## config.mk

```make
export PLATFORM = sky130hd
export DESIGN_NAME = sorted_window_insert_evict_core_flat
export DESIGN_NICKNAME = d
export VERILOG_FILES = /design/src/rtl/core/swi_pkg.sv /design/src/rtl/core/swi_req_if.sv /design/src/rtl/core/swi_cell.sv /design/src/rtl/core/sorted_window_insert_evict_core.sv /design/src/flat_wrapper.sv
export SDC_FILE = /design/constraint.sdc
export NUM_CORES = 1
export LEC_CHECK = 0
export ABC_AREA = 1
export ABC_CLOCK_PERIOD_IN_PS = 4200
export BUFFER_PORTS_ARGS = -buffer_cell sky130_fd_sc_hd__buf_4
export CORE_MARGIN = 10
export CORE_UTILIZATION = 55
export DETAILED_ROUTE_END_ITERATION = 10
export MAX_ROUTING_LAYER = met4
export PLACE_DENSITY = 0.72
export SLEW_MARGIN = 20
export SYNTH_ARGS = -nofsm -noshare
export SYNTH_HDL_FRONTEND = slang
export SYNTH_SLANG_ARGS = --single-unit
```

## constraint.sdc

```tcl
create_clock -name clock -period 4.2 [get_ports clock]
set_input_delay 0.63 -clock clock [delete_from_list [all_inputs] [get_ports clock]]
set_output_delay 0.63 -clock clock [all_outputs]
set_load 0.02 [all_outputs]
```

## src/rtl/core/swi_pkg.sv

```systemverilog
package swi_pkg;

   localparam int VALUE_W = 16;
   localparam int SLOT_W  = 3;

   localparam logic MODE_LOAD   = 1'b0;
   localparam logic MODE_INSERT = 1'b1;

   // Per-beat command broadcast from the top level to every cell.
   typedef struct packed {
      logic               load;
      logic               ins_low;
      logic               ins_high;
      logic [SLOT_W-1:0]  slot;
      logic [VALUE_W-1:0] value;
   } cell_ctrl_type;

endpackage

```

## src/rtl/core/swi_req_if.sv

```systemverilog
interface swi_req_if;
   logic        valid;
   logic        ready;
   logic        mode;
   logic [2:0]  slot;
   logic [15:0] value;

   modport source (output valid, output mode, output slot, output value, input ready);
   modport sink (input valid, input mode, input slot, input value, output ready);
endinterface

interface swi_rsp_if;
   logic        valid;
   logic        ready;
   logic        inserted;
   logic [2:0]  position;
   logic        went_high;
   logic [15:0] dropped_value;

   modport source (output valid, output inserted, output position, output went_high,
                   output dropped_value, input ready);
   modport sink (input valid, input inserted, input position, input went_high,
                 input dropped_value, output ready);
endinterface

```

## src/rtl/core/swi_cell.sv

```systemverilog
module swi_cell #(
   parameter int INDEX = 0
) (
   input  logic                   clock,
   input  logic                   reset,
   input  swi_pkg::cell_ctrl_type ctrl,
   input  logic [15:0]            prev_entry,
   input  logic [15:0]            next_entry,
   input  logic                   below_in,
   input  logic                   above_in,
   output logic                   below_out,
   output logic                   above_out,
   output logic                   hit,
   output logic [15:0]            entry
);
   import swi_pkg::*;

   logic [VALUE_W-1:0] entry_ff;
   logic [VALUE_W-1:0] entry_in;
   logic               gt;
   logic               lt;
   logic               hit_low;
   logic               hit_high;
   logic               load_hit;

   assign gt = entry_ff > ctrl.value;
   assign lt = (INDEX != 0) && (entry_ff < ctrl.value);

   // Low side looks for the first larger entry from slot 0 up, the high side
   // for the last smaller entry from the top down; the chains carry "found".
   assign hit_low   = gt && !below_in;
   assign hit_high  = lt && !above_in;
   assign below_out = below_in || gt;
   assign above_out = above_in || lt;
   assign load_hit  = ctrl.load && (INDEX < 8) && (ctrl.slot == SLOT_W'(INDEX));

   assign hit = (ctrl.ins_low && hit_low) || (ctrl.ins_high && hit_high);

   always_comb begin
      entry_in = entry_ff;
      if (load_hit) begin
         entry_in = ctrl.value;
      end else if (ctrl.ins_low) begin
         if (hit_low) begin
            entry_in = ctrl.value;
         end else if (below_in) begin
            entry_in = prev_entry;
         end
      end else if (ctrl.ins_high) begin
         if (hit_high) begin
            entry_in = ctrl.value;
         end else if (above_in) begin
            entry_in = next_entry;
         end
      end
   end

   always_ff @(posedge clock) begin
      if (reset) begin
         entry_ff <= '0;
      end else begin
         entry_ff <= entry_in;
      end
   end

   assign entry = entry_ff;

endmodule

```

## src/rtl/core/sorted_window_insert_evict_core.sv

```systemverilog
// Sorted window with end eviction.
// The req channel carries one command beat: mode (load or insert), slot and a
// 16-bit value. A load writes the value straight into the named slot; an
// insert places the value in order, evicting the top entry when it lands
// below the median slot and slot 0 when it lands at or above it.
// The rsp channel returns exactly one beat per command: inserted, position,
// went_high and dropped_value.
// The result beat is registered and valid in the cycle after the command beat
// is accepted. Throughput is one beat per cycle when not stalled, set by the
// row of cells, each of which compares its entry with the value and shifts in
// a neighbor entry in the same cycle; the found flags ripple along the row.
// A synchronous reset clears every slot to zero and drops any pending result.
// When the receiver stalls, the pending result is held in the output
// register and the block still takes a new command in the cycle that the
// held beat is taken.
module sorted_window_insert_evict_core #(
   parameter int SLOT_COUNT = 8
) (
   input logic      clock,
   input logic      reset,
   swi_req_if.sink  req,
   swi_rsp_if.source rsp
);
   import swi_pkg::*;

   localparam int MEDIAN = SLOT_COUNT / 2;

   logic [VALUE_W-1:0] entry [SLOT_COUNT];
   logic [VALUE_W-1:0] ext [SLOT_COUNT+2];
   logic               below [SLOT_COUNT+1];
   logic               above [SLOT_COUNT+1];
   logic [SLOT_COUNT-1:0] hit_vec;

   cell_ctrl_type      ctrl;
   logic               accept;
   logic               below_median;
   logic               found;
   logic [SLOT_W-1:0]  hit_pos;

   logic               rsp_valid_ff;
   logic               rsp_valid_in;
   logic               inserted_ff;
   logic               inserted_in;
   logic [SLOT_W-1:0]  position_ff;
   logic [SLOT_W-1:0]  position_in;
   logic               went_high_ff;
   logic               went_high_in;
   logic [VALUE_W-1:0] dropped_ff;
   logic [VALUE_W-1:0] dropped_in;

   // A new beat is taken whenever the output register is empty or is being
   // emptied in this cycle.
   assign req.ready = !rsp_valid_ff || rsp.ready;
   assign accept    = req.valid && req.ready;

   assign below_median  = req.value < entry[MEDIAN];
   assign ctrl.load     = accept && (req.mode == MODE_LOAD);
   assign ctrl.ins_low  = accept && (req.mode == MODE_INSERT) && below_median;
   assign ctrl.ins_high = accept && (req.mode == MODE_INSERT) && !below_median;
   assign ctrl.slot     = req.slot;
   assign ctrl.value    = req.value;

   // Edge entries feed zeros; a cell at either end never takes that neighbor.
   assign ext[0]            = '0;
   assign ext[SLOT_COUNT+1] = '0;
   assign below[0]          = 1'b0;
   assign above[SLOT_COUNT] = 1'b0;

   for (genvar k = 0; k < SLOT_COUNT; k++) begin : g_cell
      assign ext[k+1] = entry[k];

      swi_cell #(
         .INDEX (k)
      ) u_cell (
         .clock      (clock),
         .reset      (reset),
         .ctrl       (ctrl),
         .prev_entry (ext[k]),
         .next_entry (ext[k+2]),
         .below_in   (below[k]),
         .above_in   (above[k+1]),
         .below_out  (below[k+1]),
         .above_out  (above[k]),
         .hit        (hit_vec[k]),
         .entry      (entry[k])
      );
   end

   // At most one cell hits, so OR-ing the indexes of hitting cells encodes it.
   always_comb begin
      hit_pos = '0;
      for (int k = 0; k < SLOT_COUNT; k++) begin
         if (hit_vec[k]) begin
            hit_pos = hit_pos | SLOT_W'(k);
         end
      end
   end

   assign found = |hit_vec;

   always_comb begin
      inserted_in  = found;
      went_high_in = ctrl.ins_high;
      position_in  = ctrl.load ? req.slot : hit_pos;
      dropped_in   = '0;
      if (ctrl.ins_low) begin
         dropped_in = entry[SLOT_COUNT-1];
      end else if (ctrl.ins_high && found) begin
         dropped_in = entry[0];
      end
      rsp_valid_in = accept || (rsp_valid_ff && !rsp.ready);
   end

   always_ff @(posedge clock) begin
      if (reset) begin
         rsp_valid_ff <= 1'b0;
      end else begin
         rsp_valid_ff <= rsp_valid_in;
      end
   end

   always_ff @(posedge clock) begin
      if (accept) begin
         inserted_ff  <= inserted_in;
         position_ff  <= position_in;
         went_high_ff <= went_high_in;
         dropped_ff   <= dropped_in;
      end
   end

   assign rsp.valid         = rsp_valid_ff;
   assign rsp.inserted      = inserted_ff;
   assign rsp.position      = position_ff;
   assign rsp.went_high     = went_high_ff;
   assign rsp.dropped_value = dropped_ff;

`ifndef SYNTHESIS
   a_hit_onehot0: assert property (@(posedge clock) disable iff (reset)
      $onehot0(hit_vec))
      else $error("more than one cell claimed the insert slot");

   a_low_always_found: assert property (@(posedge clock) disable iff (reset)
      ctrl.ins_low |-> found)
      else $error("low-side insert found no larger entry");

   a_accept_gives_beat: assert property (@(posedge clock) disable iff (reset)
      accept |=> rsp_valid_ff)
      else $error("accepted command produced no result beat");

   a_load_no_hit: assert property (@(posedge clock) disable iff (reset)
      ctrl.load |-> !found)
      else $error("load command reported an insert");
`endif

endmodule

```

## src/flat_wrapper.sv

```systemverilog
// flat-port wrapper written by rule: the top's interface ports become plain ports
module sorted_window_insert_evict_core_flat import swi_pkg::*;
#(
   parameter int SLOT_COUNT = 8
)
  (clock, reset, req_valid, req_mode, req_slot, req_value, req_ready, rsp_valid, rsp_inserted, rsp_position, rsp_went_high, rsp_dropped_value, rsp_ready);
  swi_req_if req_i ();
  swi_rsp_if rsp_i ();
  input logic clock;
  input logic reset;
  input wire logic [$bits(req_i.valid)-1:0] req_valid;
  input wire logic [$bits(req_i.mode)-1:0] req_mode;
  input wire logic [$bits(req_i.slot)-1:0] req_slot;
  input wire logic [$bits(req_i.value)-1:0] req_value;
  output wire logic [$bits(req_i.ready)-1:0] req_ready;
  output wire logic [$bits(rsp_i.valid)-1:0] rsp_valid;
  output wire logic [$bits(rsp_i.inserted)-1:0] rsp_inserted;
  output wire logic [$bits(rsp_i.position)-1:0] rsp_position;
  output wire logic [$bits(rsp_i.went_high)-1:0] rsp_went_high;
  output wire logic [$bits(rsp_i.dropped_value)-1:0] rsp_dropped_value;
  input wire logic [$bits(rsp_i.ready)-1:0] rsp_ready;
  assign req_i.valid = req_valid;
  assign req_i.mode = req_mode;
  assign req_i.slot = req_slot;
  assign req_i.value = req_value;
  assign req_ready = req_i.ready;
  assign rsp_valid = rsp_i.valid;
  assign rsp_inserted = rsp_i.inserted;
  assign rsp_position = rsp_i.position;
  assign rsp_went_high = rsp_i.went_high;
  assign rsp_dropped_value = rsp_i.dropped_value;
  assign rsp_i.ready = rsp_ready;
  sorted_window_insert_evict_core #(.SLOT_COUNT(SLOT_COUNT)) u_core (.clock(clock), .reset(reset), .req(req_i), .rsp(rsp_i));
endmodule
```

==> results.yml <==
status:
  status: "finished, final reports clean"
worst_setup_path:
  startpoint: "req_value[1]"
  critical_path.cell_chain: "buf_4, inv_1, ha_1, inv_1, o21bai_1, nand2_1, nand2_1, nand2_1, nand2_1, nand2_1, nand2_2, nand3_4, inv_4, buf_4, nand3_1, nand2_1, inv_2, nand2_2, buf_4, a21oi_1, nand2_1, inv_1"
  r2r.worst_path.cells: 17
  rrSetupSlack_ns: 1.16
  cp.required_ns: 4.54
  cp_max_fo: 22
  critPathKind: "in -> reg"
  crit_path_start_kind: "input port"
  r2r-start: "u_core.g_cell[5].u_cell.entry[5]"
  reg2reg_to: "u_core.g_cell[0].u_cell.entry[9]"
  end_kind: "register"
  slowest_stage: "ha_1"
  cp_data_arrival_time_ns: 4.01
  crit_top_cell: "nand2_1"
  slowest_delay_ns: 0.49
floorplan:
  core_um2: 23700
  std_cell_rows: 56
  start_util_pct: 56.2
  die-area_um2: 30800
  die-height_um: 176
  die_w_um: 176
  io_pins: 47
layout:
  synthToLayoutAreaGrowth_pct: 9.92
  layout_commonest_cell: "nand2_1"
  fillers: 2341
  fin_util_pct: 61.8
  fin_cells: 2483
  layout.nets: 2301
  layout.cells.most_common_list: "nand2_1, a21oi_1, inv_1"
  layout-drive-gt1-share_pct: 9.67
synth:
  synthAdderAreaFrac_pct: 12.0
  syn_area_per_cell_um2: 6.21
  synth_top_area_share_pct: 19.4
  synthDistinctLibCells: 44
  synth_top_cell_by_area: "dfxtp_1"
  synthSimpleGateAreaFrac_pct: 33.7
  synth_top_family_by_area: "simple AND/OR/NAND/NOR gates"
  synth_ff_type: "dfxtp_1"
  syn_inst: 2143
  async_flop_share_pct: 0
  synthTopCellsByArea: "dfxtp_1, nand2_1, ha_1"
  yosysSeqAreaShare_pct: 24.1
  ys_warn_count: 0
  ys_ff_latch: 150
  synth_compound_gate_area_share_pct: 18.9
  synth_edf_count: 21
  synth_xor_area_share_pct: 0
  netlist_area_um2: 13300
  synth_mux_area_share_pct: 0
  synth_fp_nets: 2295
route:
  num_vias: 15300
  routed_wl_mm: 54.9
  drt_first_pass_iters: 6
  post-route-drc-count: 0
  drtIter0Drc: 2152
  antenna_left: 0
  vias_per_cell: 6.16
  wl_per_cell_um: 22.1
clock_tree:
  post-cts-setup-buffer-count: 0
  clkLatencyLatePin_ns: 0.45
  cts_buffers: 17
  postCtsHoldBufs: 0
  cts.sinks: 150
  root_buffer: "clkbuf_16"
  clk_pin_slew_ns: 0.07
  clockBufferDepth: 2
  cts_resized: 0
  cts_tree: "built"
  h-tree-depth: 4
grt:
  overflow: 0
  grt_pass1_vias: 13500
  met3_usage_pct: 11.2
  grt_pass1_wl_mm: 82.4
  grt.total_usage_pct: 35.3
  grt_max_degree: 85
  antenna_found_initial: 1
  use_met2_pct: 49.0
  grt_busiest_layer: "met2"
  met1_usage_pct: 45.8
sta:
  finalSetupTns_ns: 0
  fin_crit_sh_pct: 87.3
  fin_crit_ns: 3.67
  maxSlewHeadroom_pct: 31.4
  skew_ns: 0.0178
  worstMarginPinSlew_ns: 1.03
  fmax_mhz: 273
  final_hold_viol_count: 0
  finalMaxSlewViolations: 0
  setup_viol_count_final: 0
  worst_slack_ns: 0.534
  rsz0062_at_grt: "false"
pwr:
  power.share.clock_pct: 35.4
  switching_share_pct: 39.5
  seq_power_share_pct: 37.1
  ir_worst_vdd_mv: 0.267
  powerDensity_nw_per_um2: 312
  p_comb_share_pct: 27.5
  intPower_uw: 2770
  power.net_switching_uw: 1810
  p_leak_uw: 0.00738
job:
  cap_violations: 0
min_path:
  whs_endpoint: "u_core.rsp.valid"
  hold_depth: 3
  hp-start: "req_valid"
  hp-class: "in -> reg"
placed_design:
  dp_slack_ns: 0.273
  hpwl_mm: 39.0
  port_buffers: 46
  place_inst: 2449
  gp_congestion: 1.01
metrics by stage:
stage | instance area (um2) | hold slack [ns] | total power, uW
CTS | 14600 | 0.427 | 4520
floorplan | 13300 | 0.460 | 2490
finish | 14600 | 0.438 | 4570
global route | 14600 | 0.474 | 4760
global placement | 14000 | 0.472 | 2900
detailed placement | 14000 | 0.484 | 2920
cell type report:
type,count,area (um2),share of cell area (%)
Antenna cell,2,5.00,0.0342
Clock buffer,17,425,2.91
Clock inverter,15,176,1.21
Inverter,232,873,5.97
Multi-Input combinational cell,1634,8610,58.9
Sequential cell,150,3210,22.0
Tap cell,319,399,2.73
Timing Repair Buffer,114,931,6.36
flip-flops by register name, indices dropped and copies added (netlist names):
signal	count
u_core.g_cell.u_cell.entry	128
u_core.rsp.inserted	1
u_core.rsp.position	3
u_core.rsp.valid	1
u_core.rsp.dropped_value	16
u_core.rsp.went_high	1
per-layer routing:
metal | wire (um) | share of wire, %
met1 | 22000 | 40
met2 | 22300 | 41
met3 | 7890 | 14
met4 | 2720 | 5.0
met5 | 0 | 0
synthesized netlist by cell type, types with 10 or more instances:
cell type / n
nor2_1: 148
o211ai_1: 13
buf_2: 49
o21ai_1: 41
o21ai_0: 111
dfxtp_1: 129
a21oi_1: 247
nand3b_1: 10
ha_1: 128
inv_2: 14
a31oi_1: 24
inv_1: 211
nand4_1: 39
nand2_1: 623
o31ai_1: 15
nand3_1: 171
nand2_2: 14
edfxtp_1: 21
clkbuf_1: 60
worst max-delay path by stage:
| stage | to | cells after the start |
|---|---|---|
| global placement | u_core.rsp.position[2] | 19 |
| CTS | u_core.g_cell[1].u_cell.entry[10] | 22 |
| finish | u_core.g_cell[1].u_cell.entry[10] | 22 |
| global route | u_core.g_cell[1].u_cell.entry[6] | 24 |
| floorplan | u_core.rsp.dropped_value[10] | 20 |
| detailed placement | u_core.g_cell[1].u_cell.entry[10] | 22 |
cell families after synthesis:
group	Yosys count
AO/OA/AOI/OAI	470
AND/OR/NAND/NOR	1036
buffers and inverters	359
flip-flops	150
adder cells (fa/ha/maj)	128
power groups by stage:
stage                     clock network (uW)  registers [uW]  logic [uW]
final                                   1620            1690        1260
after global placement                     0            1710        1190
after floorplan                            0            1670         822
after global routing                    1680            1700        1380
after CTS                               1620            1680        1210
after detailed placement                   0            1710        1210
worst max-delay path, delay by kind of cell:
family | cells | cell delay (ns)
buf+inv | 8 | 1.43
simple gates | 11 | 1.20
fa+ha+maj | 1 | 0.49
compound gates | 2 | 0.22
Power figures use the tool's default switching activity.
